### src/rtl/oaht_ram.sv
// ----------------------------------------------------------------------------
// oaht_ram
// generic simple dual port ram, one write port, one registered read port
// ----------------------------------------------------------------------------
module oaht_ram #(
	parameter int WIDTH = 8,
	parameter int DEPTH = 16
) (
	input  logic                     clk,
	input  logic                     wr_en,
	input  logic [$clog2(DEPTH)-1:0] wr_addr,
	input  logic [WIDTH-1:0]         wr_data,
	input  logic                     rd_en,
	input  logic [$clog2(DEPTH)-1:0] rd_addr,
	output logic [WIDTH-1:0]         rd_data
);

	logic [WIDTH-1:0] mem_q [DEPTH];

	always_ff @(posedge clk) begin
		if (wr_en) begin
			mem_q[wr_addr] <= wr_data;
		end
		if (rd_en) begin
			rd_data <= mem_q[rd_addr];
		end
	end

endmodule

### config.mk
export PLATFORM = sky130hd
export DESIGN_NAME = oaht_ram
export DESIGN_NICKNAME = d
export VERILOG_FILES = /design/src/rtl/oaht_ram.sv
export SDC_FILE = /design/constraint.sdc
export NUM_CORES = 1
export LEC_CHECK = 0
export BUFFER_PORTS_ARGS = -buffer_cell sky130_fd_sc_hd__buf_2
export CAP_MARGIN = 10
export CORE_UTILIZATION = 25
export CTS_BUF_LIST = sky130_fd_sc_hd__clkbuf_16
export CTS_CLUSTER_SIZE = 16
export DETAILED_ROUTE_END_ITERATION = 12
export GPL_TIMING_DRIVEN = 1
export PLACE_DENSITY = 0.48
export SYNTH_ARGS = -nofsm -noshare
export SYNTH_HDL_FRONTEND = slang
export SYNTH_SLANG_ARGS = --single-unit
export TNS_END_PERCENT = 50
### constraint.sdc
create_clock -name clk -period 2.5 [get_ports clk]
set_input_delay 0 -clock clk [delete_from_list [all_inputs] [get_ports clk]]
set_output_delay 0 -clock clk [all_outputs]
set_load 0.005 [all_outputs]
==> qor.csv, run 1 <==
stage,metric,value,unit
run_status,status,completed,
floorplan,dieWidth,146.6,um
critical_path,crit_type,flip-flop to flip-flop,
sta,rsz0062_at_grt,false,
finish,fill_cells,1926,
drt,first_pass_iters,4,
floorplan,pin_count,27,
logic_synthesis,synth_top_area_cell,edfxtp_1,
sta,drv_slew,0,
logic_synthesis,yosys_warnings,0,
floorplan,die-area,21490,sq um
logic_synthesis,synth-seq-cells,136,
logic_synthesis,syn_inst,229,
critical_path,crit_arrival,1730,ps
finish,area_growth,23.67,%
critical_path,required,2660,ps
floorplan,fp.dieH,146.6,um
sta,setup_viol,0,
logic_synthesis,synth_seq_area_share,78.12,%
sta,tns,0,ps
logic_synthesis,ys_top_cells_by_area,"edfxtp_1 (78%), mux4_2 (7.8%), mux4_1 (7.0%)",
drt,ant_nets,0,
sta,post-route-min-period,1578,ps
global_routing,grt_overflow,0,
global_routing,grt_max_degree,21,
finish,nNetsFinal,310,
clocking,cts_max_path_buffers,2,
drt,vias,2527,
global_routing,first_global_vias,2626,
drt,initialDrtViolationCount,185,
sta,finalCritPeriodShare,63.13,%
clocking,htreeDepth,4,
floorplan,row_count,52,
critical_path,crit_path_max_fanout,1,
finish,layout-drive-gt1-share,29.93,%
sta,slew_headroom,40.26,%
global_routing,grt.total_usage,11.33,%
global_routing,antenna_found_initial,0,
flow_run,maxCapViolations,0,
clocking,cts.reportedPaths.clkPinSlew,60,ps
floorplan,start_util,25.67,%
placement,gp_congestion,0.7130,
critical_path,rrSetupSlack,920,ps
drt,drc,0,
floorplan,core,20360,sq um
power,leakagePower,2.135,nW
placement,portBuffers,26,
critical_path,endpoint_kind,flip-flop,
logic_synthesis,synth_top_area_share,78.12,%
sta,fmax,633.6,MHz
hold_path,min_path_type,input port to flip-flop,
power,peakVddDrop,0.4437,mV
sta,worst-slew-pin-transition,892.8,ps
drt,via_per_inst,4.395,
logic_synthesis,syn_avg_cell_area,22.83,sq um
critical_path,startpoint_type,flip-flop,
finish,final_cell_mix,"edfxtp_1 (136), buf_2 (26), mux4_2 (18)",
sta,hold_violations,0,
clocking,cts_buffers,17,
drt,routed_wl,11.41,mm
global_routing,grt_pass1_wl,16.77,mm
sta,skew,4.728,ps
finish,layout_commonest_cell,edfxtp_1,
logic_synthesis,synthesis.area,5228,sq um
finish,multi_input_area,1057,sq um
power,power_density,834.6,nW/um^2
finish,regArea,4084,sq um
clocking,cts_root_buf,clkbuf_16,
logic_synthesis,yosysUniqueCellTypes,18,
sta,worst_hold_slack,182.3,ps
clocking,numClockSinks,136,
placement,dp_hpwl,7.294,mm
drt,wire_per_inst,19.85,um
clocking,clock_latency,410,ps
clocking,cts_tree,built,
logic_synthesis,synth_nets,248,
-- routing by layer --
layer / track usage [%] / vias up / wire length [um]
met4: 4.063 / 0 / 125
li1: - / 1106 / -
met2: 16.52 / 81 / 5101
met5: 0 / - / 0
met1: 15.97 / 1329 / 5627
met3: 3.281 / 11 / 558
-- what timing repair did --
action,in CTS,in global routing
hold buffers,11,0
setup buffers,0,0
resized for setup,0,0
hold endpoints to repair,133,0
-- flip-flops by register name, summed over array words and instances (netlist names) --
register  count
rd_data       8
mem_q       128
-- report_power, final --
| part | internal, W | total [W] | switching (W) | leakage [nW] |
|---|---|---|---|---|
| registers | 0.00257 | 0.00258 | 0.0000135 | 1.24 |
| logic | 0.000109 | 0.000251 | 0.000142 | 0.610 |
| clock network | 0.00165 | 0.00256 | 0.000911 | 0.289 |
| total | 0.00433 | 0.00540 | 0.00107 | 2.13 |
-- cell families (layout without fill, tap and decap cells) --
family / count (synthesis) / after routing / synth area share [%]
flops: 136 / 136 / 78.12
simple gates: 35 / 35 / 3.136
mux: 32 / 32 / 14.79
compound gates: 16 / 16 / 2.298
buf+inv: 10 / 85 / 1.651
other cells: 0 / 1 / 0
-- stage by stage --
step / power, W / area [sq um] / setup slack, ps / util (%) / instances
3_5_place_dp: 0.002875 / 5742 / 601.4 / 28.19 / 531
6_report: 0.005396 / 6465 / 921.8 / 31.75 / 575
5_1_grt: 0.005550 / 6462 / 837.0 / 31.73 / 574
3_3_place_gp: 0.002870 / 5742 / 597.5 / 28.19 / 531
4_1_cts: 0.005448 / 6462 / 908.4 / 31.73 / 574
2_1_floorplan: 0.002757 / 5228 / 1007 / - / 229
-- worst max-delay path, cell delays in order (launching register included) --
cell and delay [ps]:
edfxtp_1 350, mux4_1 520, a22oi_1 370, nand2_1 90
-- path summary, 6_finish.rpt --
| check | to | cells past startpoint | from |
|---|---|---|---|
| hold / removal | mem_q[4][6] | 3 | wr_addr[1] |
| setup reg to reg | rd_data[3] | 3 | mem_q[1][3] |
| setup / recovery | rd_data[3] | 3 | mem_q[1][3] |
| hold reg to reg | rd_data[5] | 3 | mem_q[12][5] |
-- Yosys cell counts --
cell type and instances:
nor2_1 13, nand2_1 9, nand3_1 1, nand2b_1 2, mux4_2 18, nor2b_1 1, and2b_1 1, nor3_1 4
edfxtp_1 136, buf_4 1, or3b_2 1, buf_2 3, buf_6 3, mux4_1 14, nand3b_1 2, clkdlybuf4s25_2 3
and2_1 1, a22oi_1 16
-- cell type report --
class,count,share of cell area [%]
Multi-Input combinational cell,83,16.35
Antenna cell,1,0.03871
Clock buffer,17,6.580
Sequential cell,136,63.17
Clock inverter,15,2.864
Tap cell,270,5.225
Timing Repair Buffer,53,5.767
No activity file was read; power rests on OpenSTA's default activity.
==> run 2: changes to the inputs <==
--- a/config.mk
+++ b/config.mk
@@ -12,7 +12,7 @@
 export CTS_CLUSTER_SIZE = 16
 export DETAILED_ROUTE_END_ITERATION = 12
 export GPL_TIMING_DRIVEN = 1
-export PLACE_DENSITY = 0.48
+export PLACE_DENSITY = 0.5
 export SYNTH_ARGS = -nofsm -noshare
 export SYNTH_HDL_FRONTEND = slang
 export SYNTH_SLANG_ARGS = --single-unit
==> constraint.sdc (replaced) <==
create_clock -name clk -period 1.4 [get_ports clk]
set_input_delay 0 -clock clk [delete_from_list [all_inputs] [get_ports clk]]
set_output_delay 0 -clock clk [all_outputs]
set_load 0.005 [all_outputs]
==> qor.csv, run 2 (same netlist as run 1, synthesis figures left out) <==
stage,metric,value,unit,change
run_status,status,"complete, but fails checks",,
run_status,violations,negative setup slack,,
sta,rsz0062_at_grt,true,,
critical_path,worst_path_max_delay_cell,mux4_2,,
drt,vias,2489,,-1.5%
critical_path,critPathTopFamily,multiplexers,,
clocking,numClockSinks,136,,unchanged
critical_path,rrSetupSlack,-60,ps,-980 ps
sta,setup_viol,6,,+6
sta,finalCritPeriodShare,103.9,%,+41 points
global_routing,grt_overflow,0,,unchanged
sta,fmax,687.2,MHz,+8.4%
placement,dp_hpwl,7.211,mm,-1.1%
global_routing,first_global_vias,2736,,+4.2%
global_routing,grt_max_degree,19,,-9.5%
critical_path,required,1550,ps,-1110 ps
floorplan,start_util,25.67,%,unchanged
clocking,cts_buffers,17,,unchanged
critical_path,critPathBufInv,0,,unchanged
drt,drc,0,,unchanged
global_routing,grt.total_usage,11.30,%,-0.028 points
finish,layout_commonest_cell,edfxtp_1,,
clocking,cts_root_buf,clkbuf_16,,
finish,n_antenna_cell,0,,-1
floorplan,core,20360,sq um,unchanged
drt,initialDrtViolationCount,197,,+6.5%
sta,worst-slew-pin-transition,925.7,ps,+32.94 ps
hold_path,min_path_type,input port to flip-flop,,
clocking,htreeDepth,4,,unchanged
drt,via_per_inst,4.269,,-2.9%
finish,fill_cells,1939,,+0.67%
clocking,clock_latency,410,ps,about the same
critical_path,crit_type,flip-flop to flip-flop,,
critical_path,crit_path_max_fanout,1,,unchanged
critical_path,r2r-end,rd_data[7],,
hold_path,hold_path_end,mem_q[0][0],,
critical_path,worstPathCellList,mux4_2 > a22oi_2 > nand2_1,,
drt,routed_wl,11.06,mm,-3.1%
critical_path,r2r-start,mem_q[7][7],,
finish,area_growth,24.77,%,
drt,first_pass_iters,4,,unchanged
sta,post-route-min-period,1455,ps,-122.9 ps
finish,nNetsFinal,319,,+2.9%
critical_path,reg2regPathDepth,3,,unchanged
power,peakVddDrop,0.8692,mV,+96%
critical_path,endpoint_kind,flip-flop,,
floorplan,row_count,52,,unchanged
sta,drv_slew,0,,unchanged
placement,portBuffers,26,,unchanged
power,power_density,1414,nW/um^2,+69%
sta,skew,5.646,ps,+0.9183 ps
finish,layout-drive-gt1-share,37.70,%,+7.8 points
critical_path,startpoint_type,flip-flop,,
sta,tns,-215.5,ps,-215.5 ps
clocking,post-cts-setup-buffer-count,0,,unchanged
flow_run,maxCapViolations,0,,unchanged
drt,wire_per_inst,18.98,um,-4.4%
floorplan,fp.dieH,146.6,um,unchanged
finish,largest_reg_flops,128,,unchanged
hold_path,holdPathStages,3,,unchanged
sta,hold_violations,0,,unchanged
sta,slew_headroom,38.06,%,-2.2 points
floorplan,dieWidth,146.6,um,unchanged
clocking,cts.reportedPaths.clkPinSlew,60,ps,about the same
global_routing,grt_pass1_wl,17.24,mm,+2.8%
floorplan,pin_count,27,,unchanged
placement,place_inst,542,,+2.1%
sta,setup_slack,-55.26,ps,-977.1 ps
global_routing,antenna_found_initial,0,,unchanged
critical_path,crit_arrival,1610,ps,-120 ps
clocking,cts_max_path_buffers,2,,unchanged
clocking,cts_tree,built,,
power,leakagePower,2.132,nW,-0.14%
hold_path,hp-start,wr_addr[0],,
finish,reg_top3,"mem_q (128), rd_data (8)",,
finish,largest_register,mem_q,,
drt,ant_nets,0,,unchanged
finish,final_cell_mix,"edfxtp_1 (136), mux4_2 (30), buf_2 (26)",,
finish,fin_cells,583,,+1.4%
critical_path,critPathMaxStageDelay,530,ps,about the same
floorplan,die-area,21490,sq um,unchanged
placement,gp_congestion,0.7184,,+0.76%
run 2: cell count changes in the layout (fill, tap and decap cells not counted), moves of 4 or more:
cell / before / now
mux4_2: 18 / 30
clkinv_2: 4 / 0
a22oi_1: 16 / 6
buf_12: 1 / 5
mux4_1: 14 / 2
buf_4: 15 / 22
clkinv_1: 1 / 7
a22oi_2: 0 / 10
run 2: per-stage QoR:
step	hold slack [ps]	utilization, %	setup slack (ps)	cell area, sq um	power [W]
2_1_floorplan	98.87	-	88.57	5233	0.004923
3_5_place_dp	391.1	28.87	-254.8	5879	0.005161
5_1_grt	135.0	32.03	-105.8	6523	0.009540
6_report	136.2	32.03	-55.26	6523	0.009226
4_1_cts	118.5	32.03	-55.51	6524	0.009326
3_3_place_gp	384.9	28.87	-220.4	5879	0.005148
run 2: area by class of cell:
cell class	instances	area [sq um]	share of cell area (%)
Timing Repair Buffer	62	485.5	7.443
Sequential cell	136	4084	62.61
Clock buffer	17	425.4	6.522
Clock inverter	15	120.1	1.842
Tap cell	270	337.8	5.179
Multi-Input combinational cell	83	1070	16.40
run 2: how the worst max path moves through the flow:
stage	from	endpoint	slack, ps	cells after the start
6_report	mem_q[7][7]	rd_data[7]	-60	3
3_5_place_dp	rd_addr[0]	rd_data[1]	-250	5
2_1_floorplan	mem_q[1][0]	rd_data[0]	90	3
4_1_cts	mem_q[2][5]	rd_data[5]	-60	3
5_1_grt	mem_q[7][3]	rd_data[3]	-110	3
3_3_place_gp	rd_addr[0]	rd_data[1]	-220	5
run 2: layer usage:
metal	vias up	share of wire, %	GRT usage (%)
met5	-	0	0
met4	0	1.2	4.323
met3	12	4.0	3.594
met2	58	46	16.75
met1	1305	49	15.36
li1	1114	-	-
run 2: what timing repair did:
| action | CTS | global route |
|---|---|---|
| hold endpoints to repair | 136 | 0 |
| pin swaps | 6 | 6 |
| endpoints found under the setup margin | 7 | 8 |
| hold buffers | 9 | 0 |
| gates resized for setup | 18 | 5 |
run 2: power by group:
group | leakage [nW] | internal [W] | switching [W]
sequential | 1.24 | 0.00459 | 0.0000270
combinational | 0.631 | 0.000228 | 0.000269
clock | 0.265 | 0.00255 | 0.00156
run 2: tightest hold or removal path, stage by stage:
cell	delay (ps)
buf_2	160
nor3_2	70
buf_4	150
==> run 3: changes to the inputs <==
==> constraint.sdc (replaced) <==
create_clock -name clk -period 1.4 [get_ports clk]
set_input_delay 0.28 -clock clk [delete_from_list [all_inputs] [get_ports clk]]
set_output_delay 0.28 -clock clk [all_outputs]
set_load 0.005 [all_outputs]
==> qor.csv, run 3 (same netlist as run 1, synthesis figures left out) <==
stage,metric,value,unit,change
finish,largest_reg_flops,128,,unchanged
finish,final_cell_mix,"edfxtp_1 (136), buf_4 (36), mux4_2 (28)",,
power,peakVddDrop,0.6859,mV,-21%
global_routing,first_global_vias,2732,,-0.15%
sta,post-route-min-period,1472,ps,+16.60 ps
finish,reg_top3,"mem_q (128), rd_data (8)",,
global_routing,grt_max_degree,18,,-1
run_status,violations,negative setup slack,,
sta,skew,6.331,ps,+0.6845 ps
clocking,post-cts-setup-buffer-count,0,,unchanged
power,p_int,0.006986,W,-5.2%
floorplan,core,20360,sq um,unchanged
sta,fmax,679.4,MHz,-1.1%
floorplan,fp.dieH,146.6,um,unchanged
sta,drv_slew,0,,unchanged
placement,dp_hpwl,7.568,mm,+5.0%
clocking,cts.reportedPaths.clkPinSlew,50,ps,about the same
clocking,cts_root_buf,clkbuf_16,,
sta,rsz0062_at_grt,true,,
floorplan,dieWidth,146.6,um,unchanged
finish,fin_util,31.88,%,-0.15 points
critical_path,startpoint_type,flip-flop,,
critical_path,crit_path_start,mem_q[3][7],,
power,leakagePower,2.176,nW,+2.1%
sta,hold_violations,0,,unchanged
critical_path,crit_arrival,1640,ps,+30 ps
clocking,numClockSinks,136,,unchanged
critical_path,crit_type,flip-flop to flip-flop,,
power,pwr-share-clk,41.4,%,-3.2 points
critical_path,required,1560,ps,about the same
clocking,ctsHoldBuffers,0,,-9
critical_path,critPathMaxStageDelay,490,ps,-40 ps
finish,fill_cells,1940,,+0.052%
finish,n_antenna_cell,0,,unchanged
sta,setup_slack,-71.86,ps,-16.61 ps
critical_path,cp_num_cells,4,,+1
clocking,clock_latency,410,ps,about the same
clocking,cts_tree,built,,
finish,layout_commonest_cell,edfxtp_1,,
critical_path,endpoint,rd_data[7],,
critical_path,critPathTopFamily,multiplexers,,
critical_path,worstPathCellList,mux4_2 > a22oi_2 > buf_4 > nand2_2,,
global_routing,grt_overflow,0,,unchanged
global_routing,antenna_found_initial,0,,unchanged
critical_path,worst_path_max_delay_cell,mux4_2,,
finish,layout-drive-gt1-share,39.62,%,+1.9 points
power,power_density,1346,nW/um^2,-4.8%
finish,regArea,4084,sq um,unchanged
finish,nNetsFinal,324,,+1.6%
finish,multi_input_area,1071,sq um,+0.12%
flow_run,maxCapViolations,0,,unchanged
critical_path,reg2regPathDepth,4,,+1
placement,gp_congestion,0.7178,,about the same
placement,portBuffers,26,,unchanged
floorplan,die-area,21490,sq um,unchanged
floorplan,pin_count,27,,unchanged
sta,slew_headroom,39.26,%,+1.2 points
drt,wire_per_inst,19.01,um,+0.15%
hold_path,min_path_type,input port to flip-flop,,
global_routing,grt_pass1_wl,16.92,mm,-1.9%
power,switching_power,0.001754,W,-5.6%
sta,finalCritPeriodShare,105.1,%,+1.2 points
drt,routed_wl,11.18,mm,+1.0%
finish,largest_register,mem_q,,
clocking,cts_buffers,17,,unchanged
drt,initialDrtViolationCount,170,,-14%
drt,drc,0,,unchanged
run_status,status,"complete, but fails checks",,
critical_path,endpoint_kind,flip-flop,,
sta,worst-slew-pin-transition,907.7,ps,-17.99 ps
floorplan,start_util,25.67,%,unchanged
drt,vias,2525,,+1.4%
floorplan,row_count,52,,unchanged
global_routing,grt.total_usage,11.36,%,+0.059 points
power,seqPwrFrac,52.8,%,+2.8 points
critical_path,r2r-end,rd_data[7],,
critical_path,crit_path_max_fanout,1,,unchanged
clocking,htreeDepth,4,,unchanged
clocking,cts_max_path_buffers,2,,unchanged
drt,ant_nets,0,,unchanged
finish,area_growth,24.20,%,
power,power_frac_comb,5.8,%,+0.4 points
sta,tns,-302.2,ps,-86.68 ps
drt,via_per_inst,4.294,,+0.58%
critical_path,critPathBufInv,1,,+1
critical_path,rrSetupSlack,-70,ps,-20 ps
critical_path,r2r-start,mem_q[3][7],,
power,switching_share,20.06,%,-0.080 points
sta,setup_viol,8,,+2
drt,first_pass_iters,4,,unchanged
==> run 3: power groups by stage <==
stage	Combinational [W]	Clock [W]	Sequential, W
2_1_floorplan	0.000253	0	0.00469
3_3_place_gp	0.000489	0	0.00470
3_5_place_dp	0.000500	0	0.00470
4_1_cts	0.000505	0.00370	0.00462
5_1_grt	0.000550	0.00388	0.00462
6_report	0.000504	0.00362	0.00462
==> run 3: routing by layer <==
metal | vias up | GRT usage, % | part of all wire (%)
met5 | - | 0 | 0
met4 | 0 | 5.000 | 1.4
met3 | 11 | 3.438 | 6.2
met2 | 71 | 17.13 | 48
met1 | 1318 | 15.06 | 44
li1 | 1125 | - | -
==> run 3: worst min path at each step <==
stage	startpoint	endpoint	slack, ps	cells after the start
finish	rd_en	rd_data[4]	240	1
global route	rd_en	rd_data[4]	230	1
CTS	rd_en	rd_data[1]	220	1
detailed placement	rd_en	rd_data[1]	660	1
global placement	rd_en	rd_data[6]	670	1
floorplan	wr_data[0]	mem_q[0][0]	380	0
==> run 3: timing repair <==
action,CTS,global route
gates resized for setup,3,6
pin swaps,1,1
setup endpoints to repair,8,8
hold endpoints to repair,0,0
cloned,0,0
==> run 3: area by class of cell <==
type / count / share of cell area (%)
clock buffers: 17 / 6.552
clock inverters: 15 / 0.9058
multi-input cells: 83 / 16.50
flip-flops and latches: 136 / 62.90
well taps: 270 / 5.203
repair buffers: 67 / 7.940
==> run 3: through the flow <==
stage	std cells	total power (W)	cell area, sq um	setup slack [ps]	hold WS, ps
finish	588	0.008740	6492	-71.86	239.7
global route	588	0.009052	6492	-123.9	233.6
CTS	588	0.008820	6467	-98.79	224.2
detailed placement	556	0.005197	5973	-509.7	664.1
global placement	556	0.005184	5973	-509.7	668.3
floorplan	229	0.004945	5243	-98.98	378.9
